<file path="config.mk">
export PLATFORM = sky130hd
export DESIGN_NAME = rational_arithmetic_unit_core
export DESIGN_NICKNAME = d
export VERILOG_FILES = /design/src/sv/rau_pkg.sv /design/src/sv/rau_front.sv /design/src/sv/rau_queue.sv /design/src/sv/rau_back.sv /design/src/sv/rational_arithmetic_unit_core.sv
export SDC_FILE = /design/constraint.sdc
export NUM_CORES = 2
export LEC_CHECK = 0
export BUFFER_PORTS_ARGS = -buffer_cell sky130_fd_sc_hd__buf_2
export CORE_MARGIN = 3
export CORE_UTILIZATION = 50
export CTS_CLUSTER_DIAMETER = 30
export DETAILED_ROUTE_END_ITERATION = 8
export GPL_ROUTABILITY_DRIVEN = 0
export PLACE_DENSITY = 0.73
export SYNTH_ARGS = -nofsm -noshare
export SYNTH_HDL_FRONTEND = slang
export SYNTH_SLANG_ARGS = --single-unit
</file>
<file path="constraint.sdc">
create_clock -name clk -period 21.6 [get_ports clk]
set_clock_uncertainty 0.15 [all_clocks]
set_input_delay 3.24 -clock clk [delete_from_list [all_inputs] [get_ports clk]]
set_output_delay 3.24 -clock clk [all_outputs]
set_load 0.1 [all_outputs]
</file>
<file path="src/sv/rau_pkg.sv">
package rau_pkg;

  // Operand and result widths
  localparam int OPERAND_WIDTH = 16;
  localparam int PROD_W        = 2 * OPERAND_WIDTH;
  localparam int NUM_W         = 2 * OPERAND_WIDTH + 1;
  localparam int DEN_W         = 2 * OPERAND_WIDTH - 1;
  localparam int MAG_W         = 2 * OPERAND_WIDTH;
  localparam int CNT_W         = $clog2(MAG_W);

  // Stream payload widths, rounded up to whole bytes
  localparam int IN_BITS       = 2 + 4 * OPERAND_WIDTH;
  localparam int IN_TDATA_W    = ((IN_BITS + 7) / 8) * 8;
  localparam int OUT_BITS      = NUM_W + DEN_W;
  localparam int OUT_TDATA_W   = ((OUT_BITS + 7) / 8) * 8;

  // Queue between front and back (depth is a power of two)
  localparam int QDEPTH        = 2;
  localparam int QPTR_W        = $clog2(QDEPTH);

  // Operation codes
  localparam logic [1:0] FUNC_ADD = 2'd0;
  localparam logic [1:0] FUNC_SUB = 2'd1;
  localparam logic [1:0] FUNC_MUL = 2'd2;
  localparam logic [1:0] FUNC_DIV = 2'd3;

  // Classified request handed from front to back
  typedef struct packed {
    logic             dz;
    logic             neg;
    logic [MAG_W-1:0] un;
    logic [DEN_W-1:0] ud;
  } rau_item_t;

endpackage

</file>
<file path="src/sv/rau_front.sv">
module rau_front
  import rau_pkg::*;
(
  input  logic                            clk,
  input  logic                            rst_n,
  input  logic                            req_valid,
  output logic                            req_ready,
  input  logic [1:0]                      func,
  input  logic signed [OPERAND_WIDTH-1:0] a_num,
  input  logic signed [OPERAND_WIDTH-1:0] a_den,
  input  logic signed [OPERAND_WIDTH-1:0] b_num,
  input  logic signed [OPERAND_WIDTH-1:0] b_den,
  output logic                            item_valid,
  input  logic                            item_ready,
  output rau_item_t                       item
);

  localparam logic [2:0] F_IDLE    = 3'd0;
  localparam logic [2:0] F_MUL_DEN = 3'd1;
  localparam logic [2:0] F_MUL_P1  = 3'd2;
  localparam logic [2:0] F_MUL_P2  = 3'd3;
  localparam logic [2:0] F_PUSH    = 3'd4;

  logic [2:0]                      state_r, state_nxt;
  logic [1:0]                      func_r;
  logic signed [OPERAND_WIDTH-1:0] an_r, ad_r, bn_r, bd_r;
  logic signed [PROD_W-1:0]        den_r, p1_r, p2_r;
  logic signed [OPERAND_WIDTH-1:0] mul_a, mul_b;
  logic signed [PROD_W-1:0]        prod;
  logic signed [NUM_W-1:0]         p1_ext, p2_ext, num_s, num_neg;
  logic signed [PROD_W-1:0]        den_neg;

  assign req_ready  = (state_r == F_IDLE);
  assign item_valid = (state_r == F_PUSH);

  // Select operands of the shared multiplier by step
  always_comb begin
    mul_a = ad_r;
    mul_b = bd_r;
    unique case (state_r)
      F_MUL_DEN: begin
        mul_a = ad_r;
        mul_b = (func_r == FUNC_DIV) ? bn_r : bd_r;
      end
      F_MUL_P1: begin
        mul_a = an_r;
        mul_b = (func_r == FUNC_MUL) ? bn_r : bd_r;
      end
      F_MUL_P2: begin
        mul_a = ad_r;
        mul_b = bn_r;
      end
      default: begin
        mul_a = ad_r;
        mul_b = bd_r;
      end
    endcase
  end

  assign prod = PROD_W'(mul_a) * PROD_W'(mul_b);

  // Form raw numerator, then magnitudes and sign
  assign p1_ext  = {p1_r[PROD_W-1], p1_r};
  assign p2_ext  = {p2_r[PROD_W-1], p2_r};
  assign den_neg = -den_r;

  always_comb begin
    case (func_r)
      FUNC_ADD: num_s = p1_ext + p2_ext;
      FUNC_SUB: num_s = p1_ext - p2_ext;
      default:  num_s = p1_ext;
    endcase
  end

  assign num_neg = -num_s;

  always_comb begin
    item.dz  = (den_r == '0);
    item.neg = num_s[NUM_W-1] ^ den_r[PROD_W-1];
    item.un  = num_s[NUM_W-1] ? num_neg[MAG_W-1:0] : num_s[MAG_W-1:0];
    item.ud  = den_r[PROD_W-1] ? den_neg[DEN_W-1:0] : den_r[DEN_W-1:0];
  end

  // Step sequence
  always_comb begin
    state_nxt = state_r;
    unique case (state_r)
      F_IDLE:    if (req_valid) state_nxt = F_MUL_DEN;
      F_MUL_DEN: state_nxt = F_MUL_P1;
      F_MUL_P1:  state_nxt = F_MUL_P2;
      F_MUL_P2:  state_nxt = F_PUSH;
      F_PUSH:    if (item_ready) state_nxt = F_IDLE;
      default:   state_nxt = F_IDLE;
    endcase
  end

  always_ff @(posedge clk) begin
    if (!rst_n) begin
      state_r <= F_IDLE;
    end else begin
      state_r <= state_nxt;
    end
  end

  // Capture operands and products
  always_ff @(posedge clk) begin
    if (state_r == F_IDLE && req_valid) begin
      func_r <= func;
      an_r   <= a_num;
      ad_r   <= a_den;
      bn_r   <= b_num;
      bd_r   <= b_den;
    end
    if (state_r == F_MUL_DEN) den_r <= prod;
    if (state_r == F_MUL_P1)  p1_r  <= prod;
    if (state_r == F_MUL_P2)  p2_r  <= prod;
  end

  assert property (@(posedge clk) disable iff (!rst_n)
    (state_r == F_PUSH && !item_ready) |=> (state_r == F_PUSH))
    else $error("front left push step without hand-off");

endmodule

</file>
<file path="src/sv/rau_queue.sv">
module rau_queue
  import rau_pkg::*;
(
  input  logic      clk,
  input  logic      rst_n,
  input  logic      push_valid,
  output logic      push_ready,
  input  rau_item_t push_item,
  output logic      pop_valid,
  input  logic      pop_ready,
  output rau_item_t pop_item
);

  rau_item_t         mem_r [QDEPTH];
  logic [QPTR_W-1:0] wr_ptr_r, rd_ptr_r;
  logic [QPTR_W:0]   count_r;
  logic              do_push, do_pop;

  assign push_ready = (count_r != (QPTR_W + 1)'(QDEPTH));
  assign pop_valid  = (count_r != '0);
  assign pop_item   = mem_r[rd_ptr_r];
  assign do_push    = push_valid && push_ready;
  assign do_pop     = pop_valid && pop_ready;

  // Advance pointers and fill count
  always_ff @(posedge clk) begin
    if (!rst_n) begin
      wr_ptr_r <= '0;
      rd_ptr_r <= '0;
      count_r  <= '0;
    end else begin
      if (do_push) wr_ptr_r <= wr_ptr_r + 1'b1;
      if (do_pop)  rd_ptr_r <= rd_ptr_r + 1'b1;
      case ({do_push, do_pop})
        2'b10:   count_r <= count_r + 1'b1;
        2'b01:   count_r <= count_r - 1'b1;
        default: count_r <= count_r;
      endcase
    end
  end

  // Store entry
  always_ff @(posedge clk) begin
    if (do_push) mem_r[wr_ptr_r] <= push_item;
  end

  assert property (@(posedge clk) disable iff (!rst_n)
    count_r <= (QPTR_W + 1)'(QDEPTH))
    else $error("queue fill count above depth");

endmodule

</file>
<file path="src/sv/rau_back.sv">
module rau_back
  import rau_pkg::*;
(
  input  logic             clk,
  input  logic             rst_n,
  input  logic             item_valid,
  output logic             item_ready,
  input  rau_item_t        item,
  output logic             res_valid,
  input  logic             res_ready,
  output logic [NUM_W-1:0] res_num,
  output logic [DEN_W-1:0] res_den,
  output logic             div_zero
);

  localparam logic [1:0] B_IDLE = 2'd0;
  localparam logic [1:0] B_GCD  = 2'd1;
  localparam logic [1:0] B_DIV  = 2'd2;
  localparam logic [1:0] B_DONE = 2'd3;

  logic [1:0]       state_r, state_nxt;
  logic             dz_r, neg_r;
  logic [MAG_W-1:0] un_r, ud_r;
  logic [MAG_W-1:0] x_r, y_r, g_r;
  logic [CNT_W-1:0] k_r, cnt_r;
  logic [MAG_W:0]   rn_r, rd_r;
  logic [MAG_W:0]   rn_sh, rd_sh, g_ext;
  logic             n_bit, d_bit;
  logic [MAG_W-1:0] diff_xy, diff_yx;
  logic             out_valid_r;
  logic [NUM_W-1:0] out_num_r;
  logic [DEN_W-1:0] out_den_r;
  logic             out_dz_r;
  logic             load_out;
  logic [NUM_W-1:0] num_pos;

  assign item_ready = (state_r == B_IDLE);
  assign load_out   = (state_r == B_DONE) && (!out_valid_r || res_ready);
  assign res_valid  = out_valid_r;
  assign res_num    = out_num_r;
  assign res_den    = out_den_r;
  assign div_zero   = out_dz_r;

  // One binary GCD step
  assign diff_xy = x_r - y_r;
  assign diff_yx = y_r - x_r;

  // One restoring division step for both quotients, shared divisor
  assign g_ext = {1'b0, g_r};
  assign rn_sh = {rn_r[MAG_W-1:0], x_r[MAG_W-1]};
  assign rd_sh = {rd_r[MAG_W-1:0], y_r[MAG_W-1]};
  assign n_bit = (rn_sh >= g_ext);
  assign d_bit = (rd_sh >= g_ext);

  always_comb begin
    state_nxt = state_r;
    unique case (state_r)
      B_IDLE: if (item_valid) state_nxt = item.dz ? B_DONE : B_GCD;
      B_GCD:  if (x_r == '0) state_nxt = B_DIV;
      B_DIV:  if (cnt_r == CNT_W'(MAG_W - 1)) state_nxt = B_DONE;
      B_DONE: if (load_out) state_nxt = B_IDLE;
      default: state_nxt = B_IDLE;
    endcase
  end

  always_ff @(posedge clk) begin
    if (!rst_n) begin
      state_r     <= B_IDLE;
      out_valid_r <= 1'b0;
    end else begin
      state_r <= state_nxt;
      if (load_out) begin
        out_valid_r <= 1'b1;
      end else if (res_ready) begin
        out_valid_r <= 1'b0;
      end
    end
  end

  // Datapath: take request, reduce, divide out the GCD
  always_ff @(posedge clk) begin
    unique case (state_r)
      B_IDLE: begin
        if (item_valid) begin
          dz_r  <= item.dz;
          neg_r <= item.neg;
          un_r  <= item.un;
          ud_r  <= {1'b0, item.ud};
          x_r   <= item.un;
          y_r   <= {1'b0, item.ud};
          k_r   <= '0;
        end
      end
      B_GCD: begin
        if (x_r == '0) begin
          g_r   <= y_r << k_r;
          x_r   <= un_r;
          y_r   <= ud_r;
          rn_r  <= '0;
          rd_r  <= '0;
          cnt_r <= '0;
        end else if (!x_r[0] && !y_r[0]) begin
          x_r <= x_r >> 1;
          y_r <= y_r >> 1;
          k_r <= k_r + 1'b1;
        end else if (!x_r[0]) begin
          x_r <= x_r >> 1;
        end else if (!y_r[0]) begin
          y_r <= y_r >> 1;
        end else if (x_r >= y_r) begin
          x_r <= diff_xy >> 1;
        end else begin
          y_r <= diff_yx >> 1;
        end
      end
      B_DIV: begin
        rn_r  <= n_bit ? (rn_sh - g_ext) : rn_sh;
        rd_r  <= d_bit ? (rd_sh - g_ext) : rd_sh;
        x_r   <= {x_r[MAG_W-2:0], n_bit};
        y_r   <= {y_r[MAG_W-2:0], d_bit};
        cnt_r <= cnt_r + 1'b1;
      end
      default: begin
      end
    endcase
  end

  // Output register: sign onto numerator, zeros on error
  assign num_pos = {1'b0, x_r};

  always_ff @(posedge clk) begin
    if (load_out) begin
      out_dz_r <= dz_r;
      if (dz_r) begin
        out_num_r <= '0;
        out_den_r <= '0;
      end else begin
        out_num_r <= (neg_r && x_r != '0) ? -num_pos : num_pos;
        out_den_r <= y_r[DEN_W-1:0];
      end
    end
  end

  assert property (@(posedge clk) disable iff (!rst_n)
    (state_r == B_GCD) |-> (y_r != '0))
    else $error("GCD operand reached zero");

  assert property (@(posedge clk) disable iff (!rst_n)
    (state_r == B_DIV) |-> (g_r != '0))
    else $error("zero divisor in reduction");

  assert property (@(posedge clk) disable iff (!rst_n)
    (out_valid_r && !out_dz_r) |-> (out_den_r != '0))
    else $error("zero denominator without error flag");

  assert property (@(posedge clk) disable iff (!rst_n)
    (out_valid_r && out_dz_r) |-> (out_den_r == '0 && out_num_r == '0))
    else $error("error result carries nonzero value");

endmodule

</file>
<file path="src/sv/rational_arithmetic_unit_core.sv">
// Rational arithmetic unit: adds, subtracts, multiplies or divides two signed
// fractions and returns the result in lowest terms with a positive denominator.
// Input stream in_*: one request per accepted item (tvalid && tready), tdata
// carries func, a_num, a_den, b_num, b_den. Output stream out_*: one result
// per request, in order; tdata carries res_num and res_den, tuser div_zero.
// A zero raw denominator gives div_zero = 1 with zero numerator/denominator.
// Steps: the front end forms three products through one shared 16x16
// multiplier, then sign and magnitude; the back end takes the request, runs
// binary GCD steps (one step per cycle, bounded by the total magnitude bits),
// then restoring division by the GCD (one quotient bit per cycle for numerator
// and denominator together), then loads the output register. A zero raw
// denominator skips the reduction and goes straight to the output register.
// The back end takes a new request only once the last one has left for the
// output register; the front end can take the next one while the queue has room.
// A two-entry queue decouples the front end from the back end, and the output
// register lets the back end start the next request while a result waits.
// in_tready is high only while the front end is idle: it drops after each request
// while the front end forms its products, and stays low while it waits on a full queue.
// Reset (rst_n low, synchronous) empties the queue, drops out_tvalid and idles all.
module rational_arithmetic_unit_core
  import rau_pkg::*;
(
  input  logic                   clk,
  input  logic                   rst_n,
  input  logic                   in_tvalid,
  output logic                   in_tready,
  // [1:0] func, [17:2] a_num, [33:18] a_den, [49:34] b_num, [65:50] b_den
  input  logic [IN_TDATA_W-1:0]  in_tdata,
  output logic                   out_tvalid,
  input  logic                   out_tready,
  // [32:0] res_num, [63:33] res_den
  output logic [OUT_TDATA_W-1:0] out_tdata,
  // [0] div_zero
  output logic                   out_tuser
);

  localparam int W = OPERAND_WIDTH;

  rau_item_t        f_item, q_item;
  logic             f_valid, f_ready, q_valid, q_ready;
  logic [NUM_W-1:0] res_num;
  logic [DEN_W-1:0] res_den;

  // Classify and cross-multiply
  rau_front u_front (
    .clk        (clk),
    .rst_n      (rst_n),
    .req_valid  (in_tvalid),
    .req_ready  (in_tready),
    .func       (in_tdata[1:0]),
    .a_num      (in_tdata[2 + W - 1 : 2]),
    .a_den      (in_tdata[2 + 2*W - 1 : 2 + W]),
    .b_num      (in_tdata[2 + 3*W - 1 : 2 + 2*W]),
    .b_den      (in_tdata[2 + 4*W - 1 : 2 + 3*W]),
    .item_valid (f_valid),
    .item_ready (f_ready),
    .item       (f_item)
  );

  // Hold requests between the two halves
  rau_queue u_queue (
    .clk        (clk),
    .rst_n      (rst_n),
    .push_valid (f_valid),
    .push_ready (f_ready),
    .push_item  (f_item),
    .pop_valid  (q_valid),
    .pop_ready  (q_ready),
    .pop_item   (q_item)
  );

  // Reduce to lowest terms
  rau_back u_back (
    .clk        (clk),
    .rst_n      (rst_n),
    .item_valid (q_valid),
    .item_ready (q_ready),
    .item       (q_item),
    .res_valid  (out_tvalid),
    .res_ready  (out_tready),
    .res_num    (res_num),
    .res_den    (res_den),
    .div_zero   (out_tuser)
  );

  assign out_tdata = OUT_TDATA_W'({res_den, res_num});

endmodule
</file>
== After elaboration in Yosys (flattened, before gate mapping) ==
Memories as Yosys holds them, arrays and structs flattened. A register that Yosys moved wholly into a read port is not among the register bits.
Cells that the tools add are included.

* $add $sub $neg: 15
* Multiply operators: 1
* Div/mod/pow operators: 0
* Magnitude comparators: 3
* Equality and inequality tests: 26
* Shift-type cells: 1
* Mux-type cells: 49
* Bitwise gates (word level): 2
* Reduce and logical (&&, ||, !) cells: 33

{| class="wikitable"
|+ Operators with widths
! cell !! count
|-
| $mux 32 || 17
|-
| $pmux 32 s3 || 2
|-
| $pmux 32 s2 || 2
|-
| $sub 32x32->32 || 4
|-
| $ge 33x32->1 || 2
|-
| $pmux 33 s2 || 1
|-
| $logic_not 32->1 || 2
|-
| $mux 16 || 3
|-
| $pmux 16 s3 || 1
|-
| $add 32x32->33 || 1
|-
| $neg 32->33 || 1
|-
| $sub 32x32->33 || 1
|-
| $ge 32x32->1 || 1
|-
| $mul 16x16->32 || 1
|-
| $neg 32->32 || 1
|-
| $reduce_bool 32->1 || 1
|-
| $shl 32x5->32 || 1
|-
| $mux 31 || 1
|-
| $neg 31->31 || 1
|-
| $mux 5 || 4
|-
| $pmux 5 s2 || 2
|-
| $reduce_and 4->1 || 4
|-
| $ne 5x5->1 const B || 3
|-
| $pmux 3 s5 || 1
|-
| other kinds (30) || 72
|}

* Register bits: 472
* Bits in latches: 0
* Memory bits (writable): 130
* ROM bits: 0
* Output and inout bits: 67
* Logic and storage cells: 162
* Memories: 1

{| class="wikitable"
|+ Memory list
! name !! depth !! width !! read ports !! clocked after memory_dff !! wr ports !! line !! text
|-
| u_queue.mem_r || 2 || 65 || 1 || 1 || 1 || rau_queue.sv:14 || <nowiki>rau_item_t mem_r [QDEPTH];</nowiki>
|}

== Depth between registers and ports, before layout ==
* Depth after elaboration: 7
* Gate-level depth with buffers: 36
* Gate-level depth less buffers: 31

== Hierarchy ==
A second synthesis with hierarchy kept.

* Cell total of the unflattened synthesis: 4496
* Area, all modules: 46069.2 um^2

{| class="wikitable"
|+ Modules (own cells, without submodules)
! module !! instances !! cells each !! area an instance (um^2)
|-
| rau_back || 1 || 2347 || 21829.7
|-
| rau_front || 1 || 1923 || 19321.0
|-
| rau_queue || 1 || 226 || 4918.5
|}

== Worst setup path after synthesis ==
No wires, ideal clock.

* Kind: reg2reg
* Start: register u_front.state_r[1]
* End: register u_front.den_r[30], data pin
* Setup time: 0.265 ns
* Arrival: 8.752 ns
* Required time: 21.185 ns
* Path slack: 12.433 ns
* Stages on the path, launching flop included: 29
* Buffers on the path: 3
* Period minus slack after synthesis: 9.167 ns
* Path through: dfxtp_1 > clkbuf_1 > nor3b_1 > clkbuf_1 > clkbuf_1 > mux2_1 > nand2_1 > fa_1 > fa_1 > fa_1 > fa_1 > inv_1 > fa_1 > inv_1 > fa_1 > inv_1 > ha_1 > a21o_1 > a21o_1 > a21o_1 > a21oi_1 > nand2_1 > a41o_1 > a31oi_1 > o21ai_0 > and2_1 > o21a_1 > o41a_1 > xor2_1

* Word-level cells in the longest chain between the ends: 3
* Elaborated cells on any way between the ends: 6

{| class="wikitable"
|+ RTL lines
! item !! line !! text
|-
| start, declared || rau_front.sv:24 || <nowiki>logic [2:0] state_r, state_nxt;</nowiki>
|-
| start signal, assigned || rau_front.sv:101 || <nowiki>state_r <= state_nxt;</nowiki>
|-
| $eq 3x2->1 or $eq 3x1->1 (tied branches) || rau_front.sv:40 || <nowiki>unique case (state_r)</nowiki>
|-
| $pmux 16 s3 or $mux 16 (tied branches) || rau_front.sv:40 ||
|-
| $mul 16x16->32 (*) || rau_front.sv:60 || <nowiki>assign prod = PROD_W'(mul_a) * PROD_W'(mul_b);</nowiki>
|-
| net u_front.prod[30] || rau_front.sv:29 || <nowiki>logic signed [PROD_W-1:0] prod;</nowiki>
|-
| end signal, assigned || rau_front.sv:114 || <nowiki>if (state_r == F_MUL_DEN) den_r <= prod;</nowiki>
|-
| end, declared || rau_front.sv:27 || <nowiki>logic signed [PROD_W-1:0] den_r, p1_r, p2_r;</nowiki>
|}

The timed path passes the listed nets; every way through them passes the cells marked *.
A chain may end at the register's enable or synchronous reset.

== Final worst setup path ==
Same ends and word-level chain as after synthesis.

==> run_results.csv <==
group,metric,value,unit
clock_tree,h-tree-depth,4,
logic_synthesis,synth-edff-count,592,
clock_tree,cts_root_buf,"clkbuf_16",
floorplan,dieArea,0.0955,mm2
floorplan,rows,110,
route,dr_total_vias,35200,
logic_synthesis,yosys_warnings,0,
floorplan,die_h,309,um
floorplan,start_util,50.7,%
timing,drv_slew,0,
timing,post-route-period-util,44.0,%
timing,grt_setup_unrepaired,"false",
run,drv_cap,0,
worst_setup_path,cp-end-kind,"flop",
logic_synthesis,ys_types,86,
layout,top_register,"u_queue.mem_r",
clock_tree,cts_tree,"done",
worst_setup_path,criticalPathCategory,"flop to flop",
timing,finalSetupViolations,0,
route,post_drt_via_cell_ratio,5.91,
logic_synthesis,synth-seq-area-share,39.2,%
timing,hold_violations,0,
logic_synthesis,yosys.area.top_type,"edfxtp_1",
logic_synthesis,synth_commonest_cells,"edfxtp_1 (592), inv_1 (476), nor2_1 (441)",
clock_tree,cts_buffers,135,
layout,nets,5260,
global_route,grt_max_degree,74,
timing,finalSetupTns,0,ns
clock_tree,cts_setup_buffers,0,
global_route,grt_pass1_vias,34600,
layout,largest_reg_flops,130,
placed_design,port_buffers,136,
clock_tree,cts_buffer_depth,3,
logic_synthesis,synth.most_common_cell,"edfxtp_1",
logic_synthesis,mappedNetlistNets,5127,
worst_setup_path,cp_max_fo,63,
logic_synthesis,synth_top_area_share,38.7,%
timing,slew_headroom,18.5,%
clock_tree,cts_sinks,603,
clock_tree,clk_latency,0.73,ns
route,drc,0,
min_path,hold_class,"flop to flop",
timing,period_minus_slack,9.51,ns
timing,holdWs,0.385,ns
route,drt-total-wl,122,mm
layout,drive_above_1_share,11.6,%
layout,final_core_util,57.9,%
route,ant_nets,0,
worst_setup_path,crit_arrival,9.79,ns
logic_synthesis,synth_seq_cells,603,
timing,fmax,105,MHz
floorplan,die_w,309,um
clock_tree,cts.hold.buffers_added,0,
worst_setup_path,cp-start-kind,"flop",
logic_synthesis,avgSynthCellArea,10.1,um2
global_route,grt_overflow,0,
layout,area_delta_synth_final,14.1,%
logic_synthesis,synth_area,0.0459,mm2
route,drtIter0Drc,3215,
floorplan,coreArea,0.0906,mm2
logic_synthesis,synth_top_flop_cell,"edfxtp_1",
logic_synthesis,synthCells,4530,
route,drt_pre_antenna_iters,7,
clock_tree,cts_resized,0,
worst_setup_path,critPathRequiredTime,21.88,ns
timing,tightest_slew,1.19,ns
placed_design,dp_hpwl,89.5,mm
run_status,outcome,"finished clean",
logic_synthesis,yosys-top-cells-area,"edfxtp_1 (39%), fa_1 (12%), ha_1 (6.9%)",
global_route,grtUsageTotal,25.6,%
floorplan,ios,143,
global_route,grt_pass1_wl,191,mm
logic_synthesis,async_reset_ff_share,0,%
route,routedWlPerCell,20.5,um
global_route,antenna_found_initial,2,
clock_tree,cts.clk_slew.worst_paths,0.04,ns
-- placed cells by master, fill, tap and decap left out, types with 16 or more instances in the layout --
cell type,count
nand2b_1,39
nor2b_1,49
o21ai_0,220
mux2i_1,81
o31ai_1,31
nand2_1,406
inv_1,476
nor3_1,47
edfxtp_1,592
or3_1,21
clkinv_2,17
clkinvlp_4,17
nand4_1,38
and2_1,79
nand3_1,69
buf_2,136
buf_4,53
ha_1,252
a31oi_1,53
a21oi_1,252
a211oi_1,28
a221oi_1,30
xor2_1,73
mux2_2,90
and3_1,21
a21o_1,102
o211ai_1,29
fa_1,267
xnor2_1,216
o21a_1,28
a221o_1,21
o21bai_1,38
clkinv_1,18
a22oi_1,16
nor2_1,437
clkbuf_16,136
-- metrics by stage --
| step | instance area, um2 | cells | setup slack (ns) |
|---|---|---|---|
| 2_1_floorplan | 45900 | 4530 | 12.43 |
| 3_3_place_gp | 47800 | 5702 | 12.25 |
| 3_5_place_dp | 47800 | 5702 | 12.14 |
| 4_1_cts | 52400 | 5946 | 12.09 |
| 5_1_grt | 52400 | 5947 | 11.61 |
| 6_report | 52400 | 5948 | 12.09 |
-- worst max-delay path, stage by stage (launching register included) --
cell and delay [ns]:
dfxtp_1 0.49, nor3b_2 0.22, buf_4 0.81, mux2i_1 1.06, nor2_1 0.19, fa_1 0.60
inv_1 0.07, fa_1 0.41, fa_1 0.46, fa_1 0.50, inv_1 0.06, fa_1 0.53
inv_1 0.05, fa_1 0.48, inv_1 0.04, ha_1 0.34, a21o_1 0.20, a21o_1 0.16
a21o_1 0.16, a21oi_1 0.14, nand2_1 0.06, a41o_1 0.24, a31oi_1 0.31, o21ai_0 0.16
and2_1 0.20, o21a_1 0.18, o41a_1 0.33, xor2_1 0.55
-- path summary, 6_finish.rpt --
| path | start | to | slack (ns) | cells after the start |
|---|---|---|---|---|
| min reg2reg | u_queue.count_r[1]$_SDFFE_PN0P_ | u_queue.count_r[1]$_SDFFE_PN0P_ | 0.38 | 2 |
| max reg2reg | u_front.state_r[1]$_SDFFE_PN0P_ | u_front.den_r[30]$_DFFE_PP_ | 12.09 | 27 |
| max | u_front.state_r[1]$_SDFFE_PN0P_ | u_front.den_r[30]$_DFFE_PP_ | 12.09 | 27 |
| min | u_queue.count_r[1]$_SDFFE_PN0P_ | u_queue.count_r[1]$_SDFFE_PN0P_ | 0.38 | 2 |
-- cell families (layout without fill, tap and decap cells) --
logic type / Yosys count / after routing / synth area share [%]
other: 0 / 2 / 0
DFF: 603 / 603 / 39.2
xor gates and xnor gates: 290 / 290 / 5.55
adders and majority gates: 521 / 521 / 18.6
muxes: 189 / 189 / 4.73
AOI/OAI and AO/OA: 977 / 977 / 13.8
and+or+nand+nor: 1279 / 1279 / 12.7
buffers and inverters: 671 / 911 / 5.54
-- final cells by class --
class / count / area [um2]
Fill cell: 7457 / 38100
Multi-Input combinational cell: 3256 / 25500
Sequential cell: 603 / 18000
Clock buffer: 149 / 3470
Inverter: 478 / 1790
Tap cell: 1176 / 1470
Clock inverter: 95 / 1110
Timing Repair Buffer: 189 / 1080
Antenna cell: 2 / 5.00
-- per-layer routing --
layer / up-vias / share of wire [%] / track usage [%] / wire (um)
met2: 1634 / 47 / 41.6 / 57000
met5: - / 0 / 0 / 0
li1: 16200 / - / - / -
met1: 17000 / 40 / 33.7 / 49200
met4: 0 / 4.5 / 11.3 / 5450
met3: 328 / 8.5 / 4.50 / 10300
Power is not shown: default switching activity piles up to over one toggle a cycle in this logic, so the estimate is an artifact.
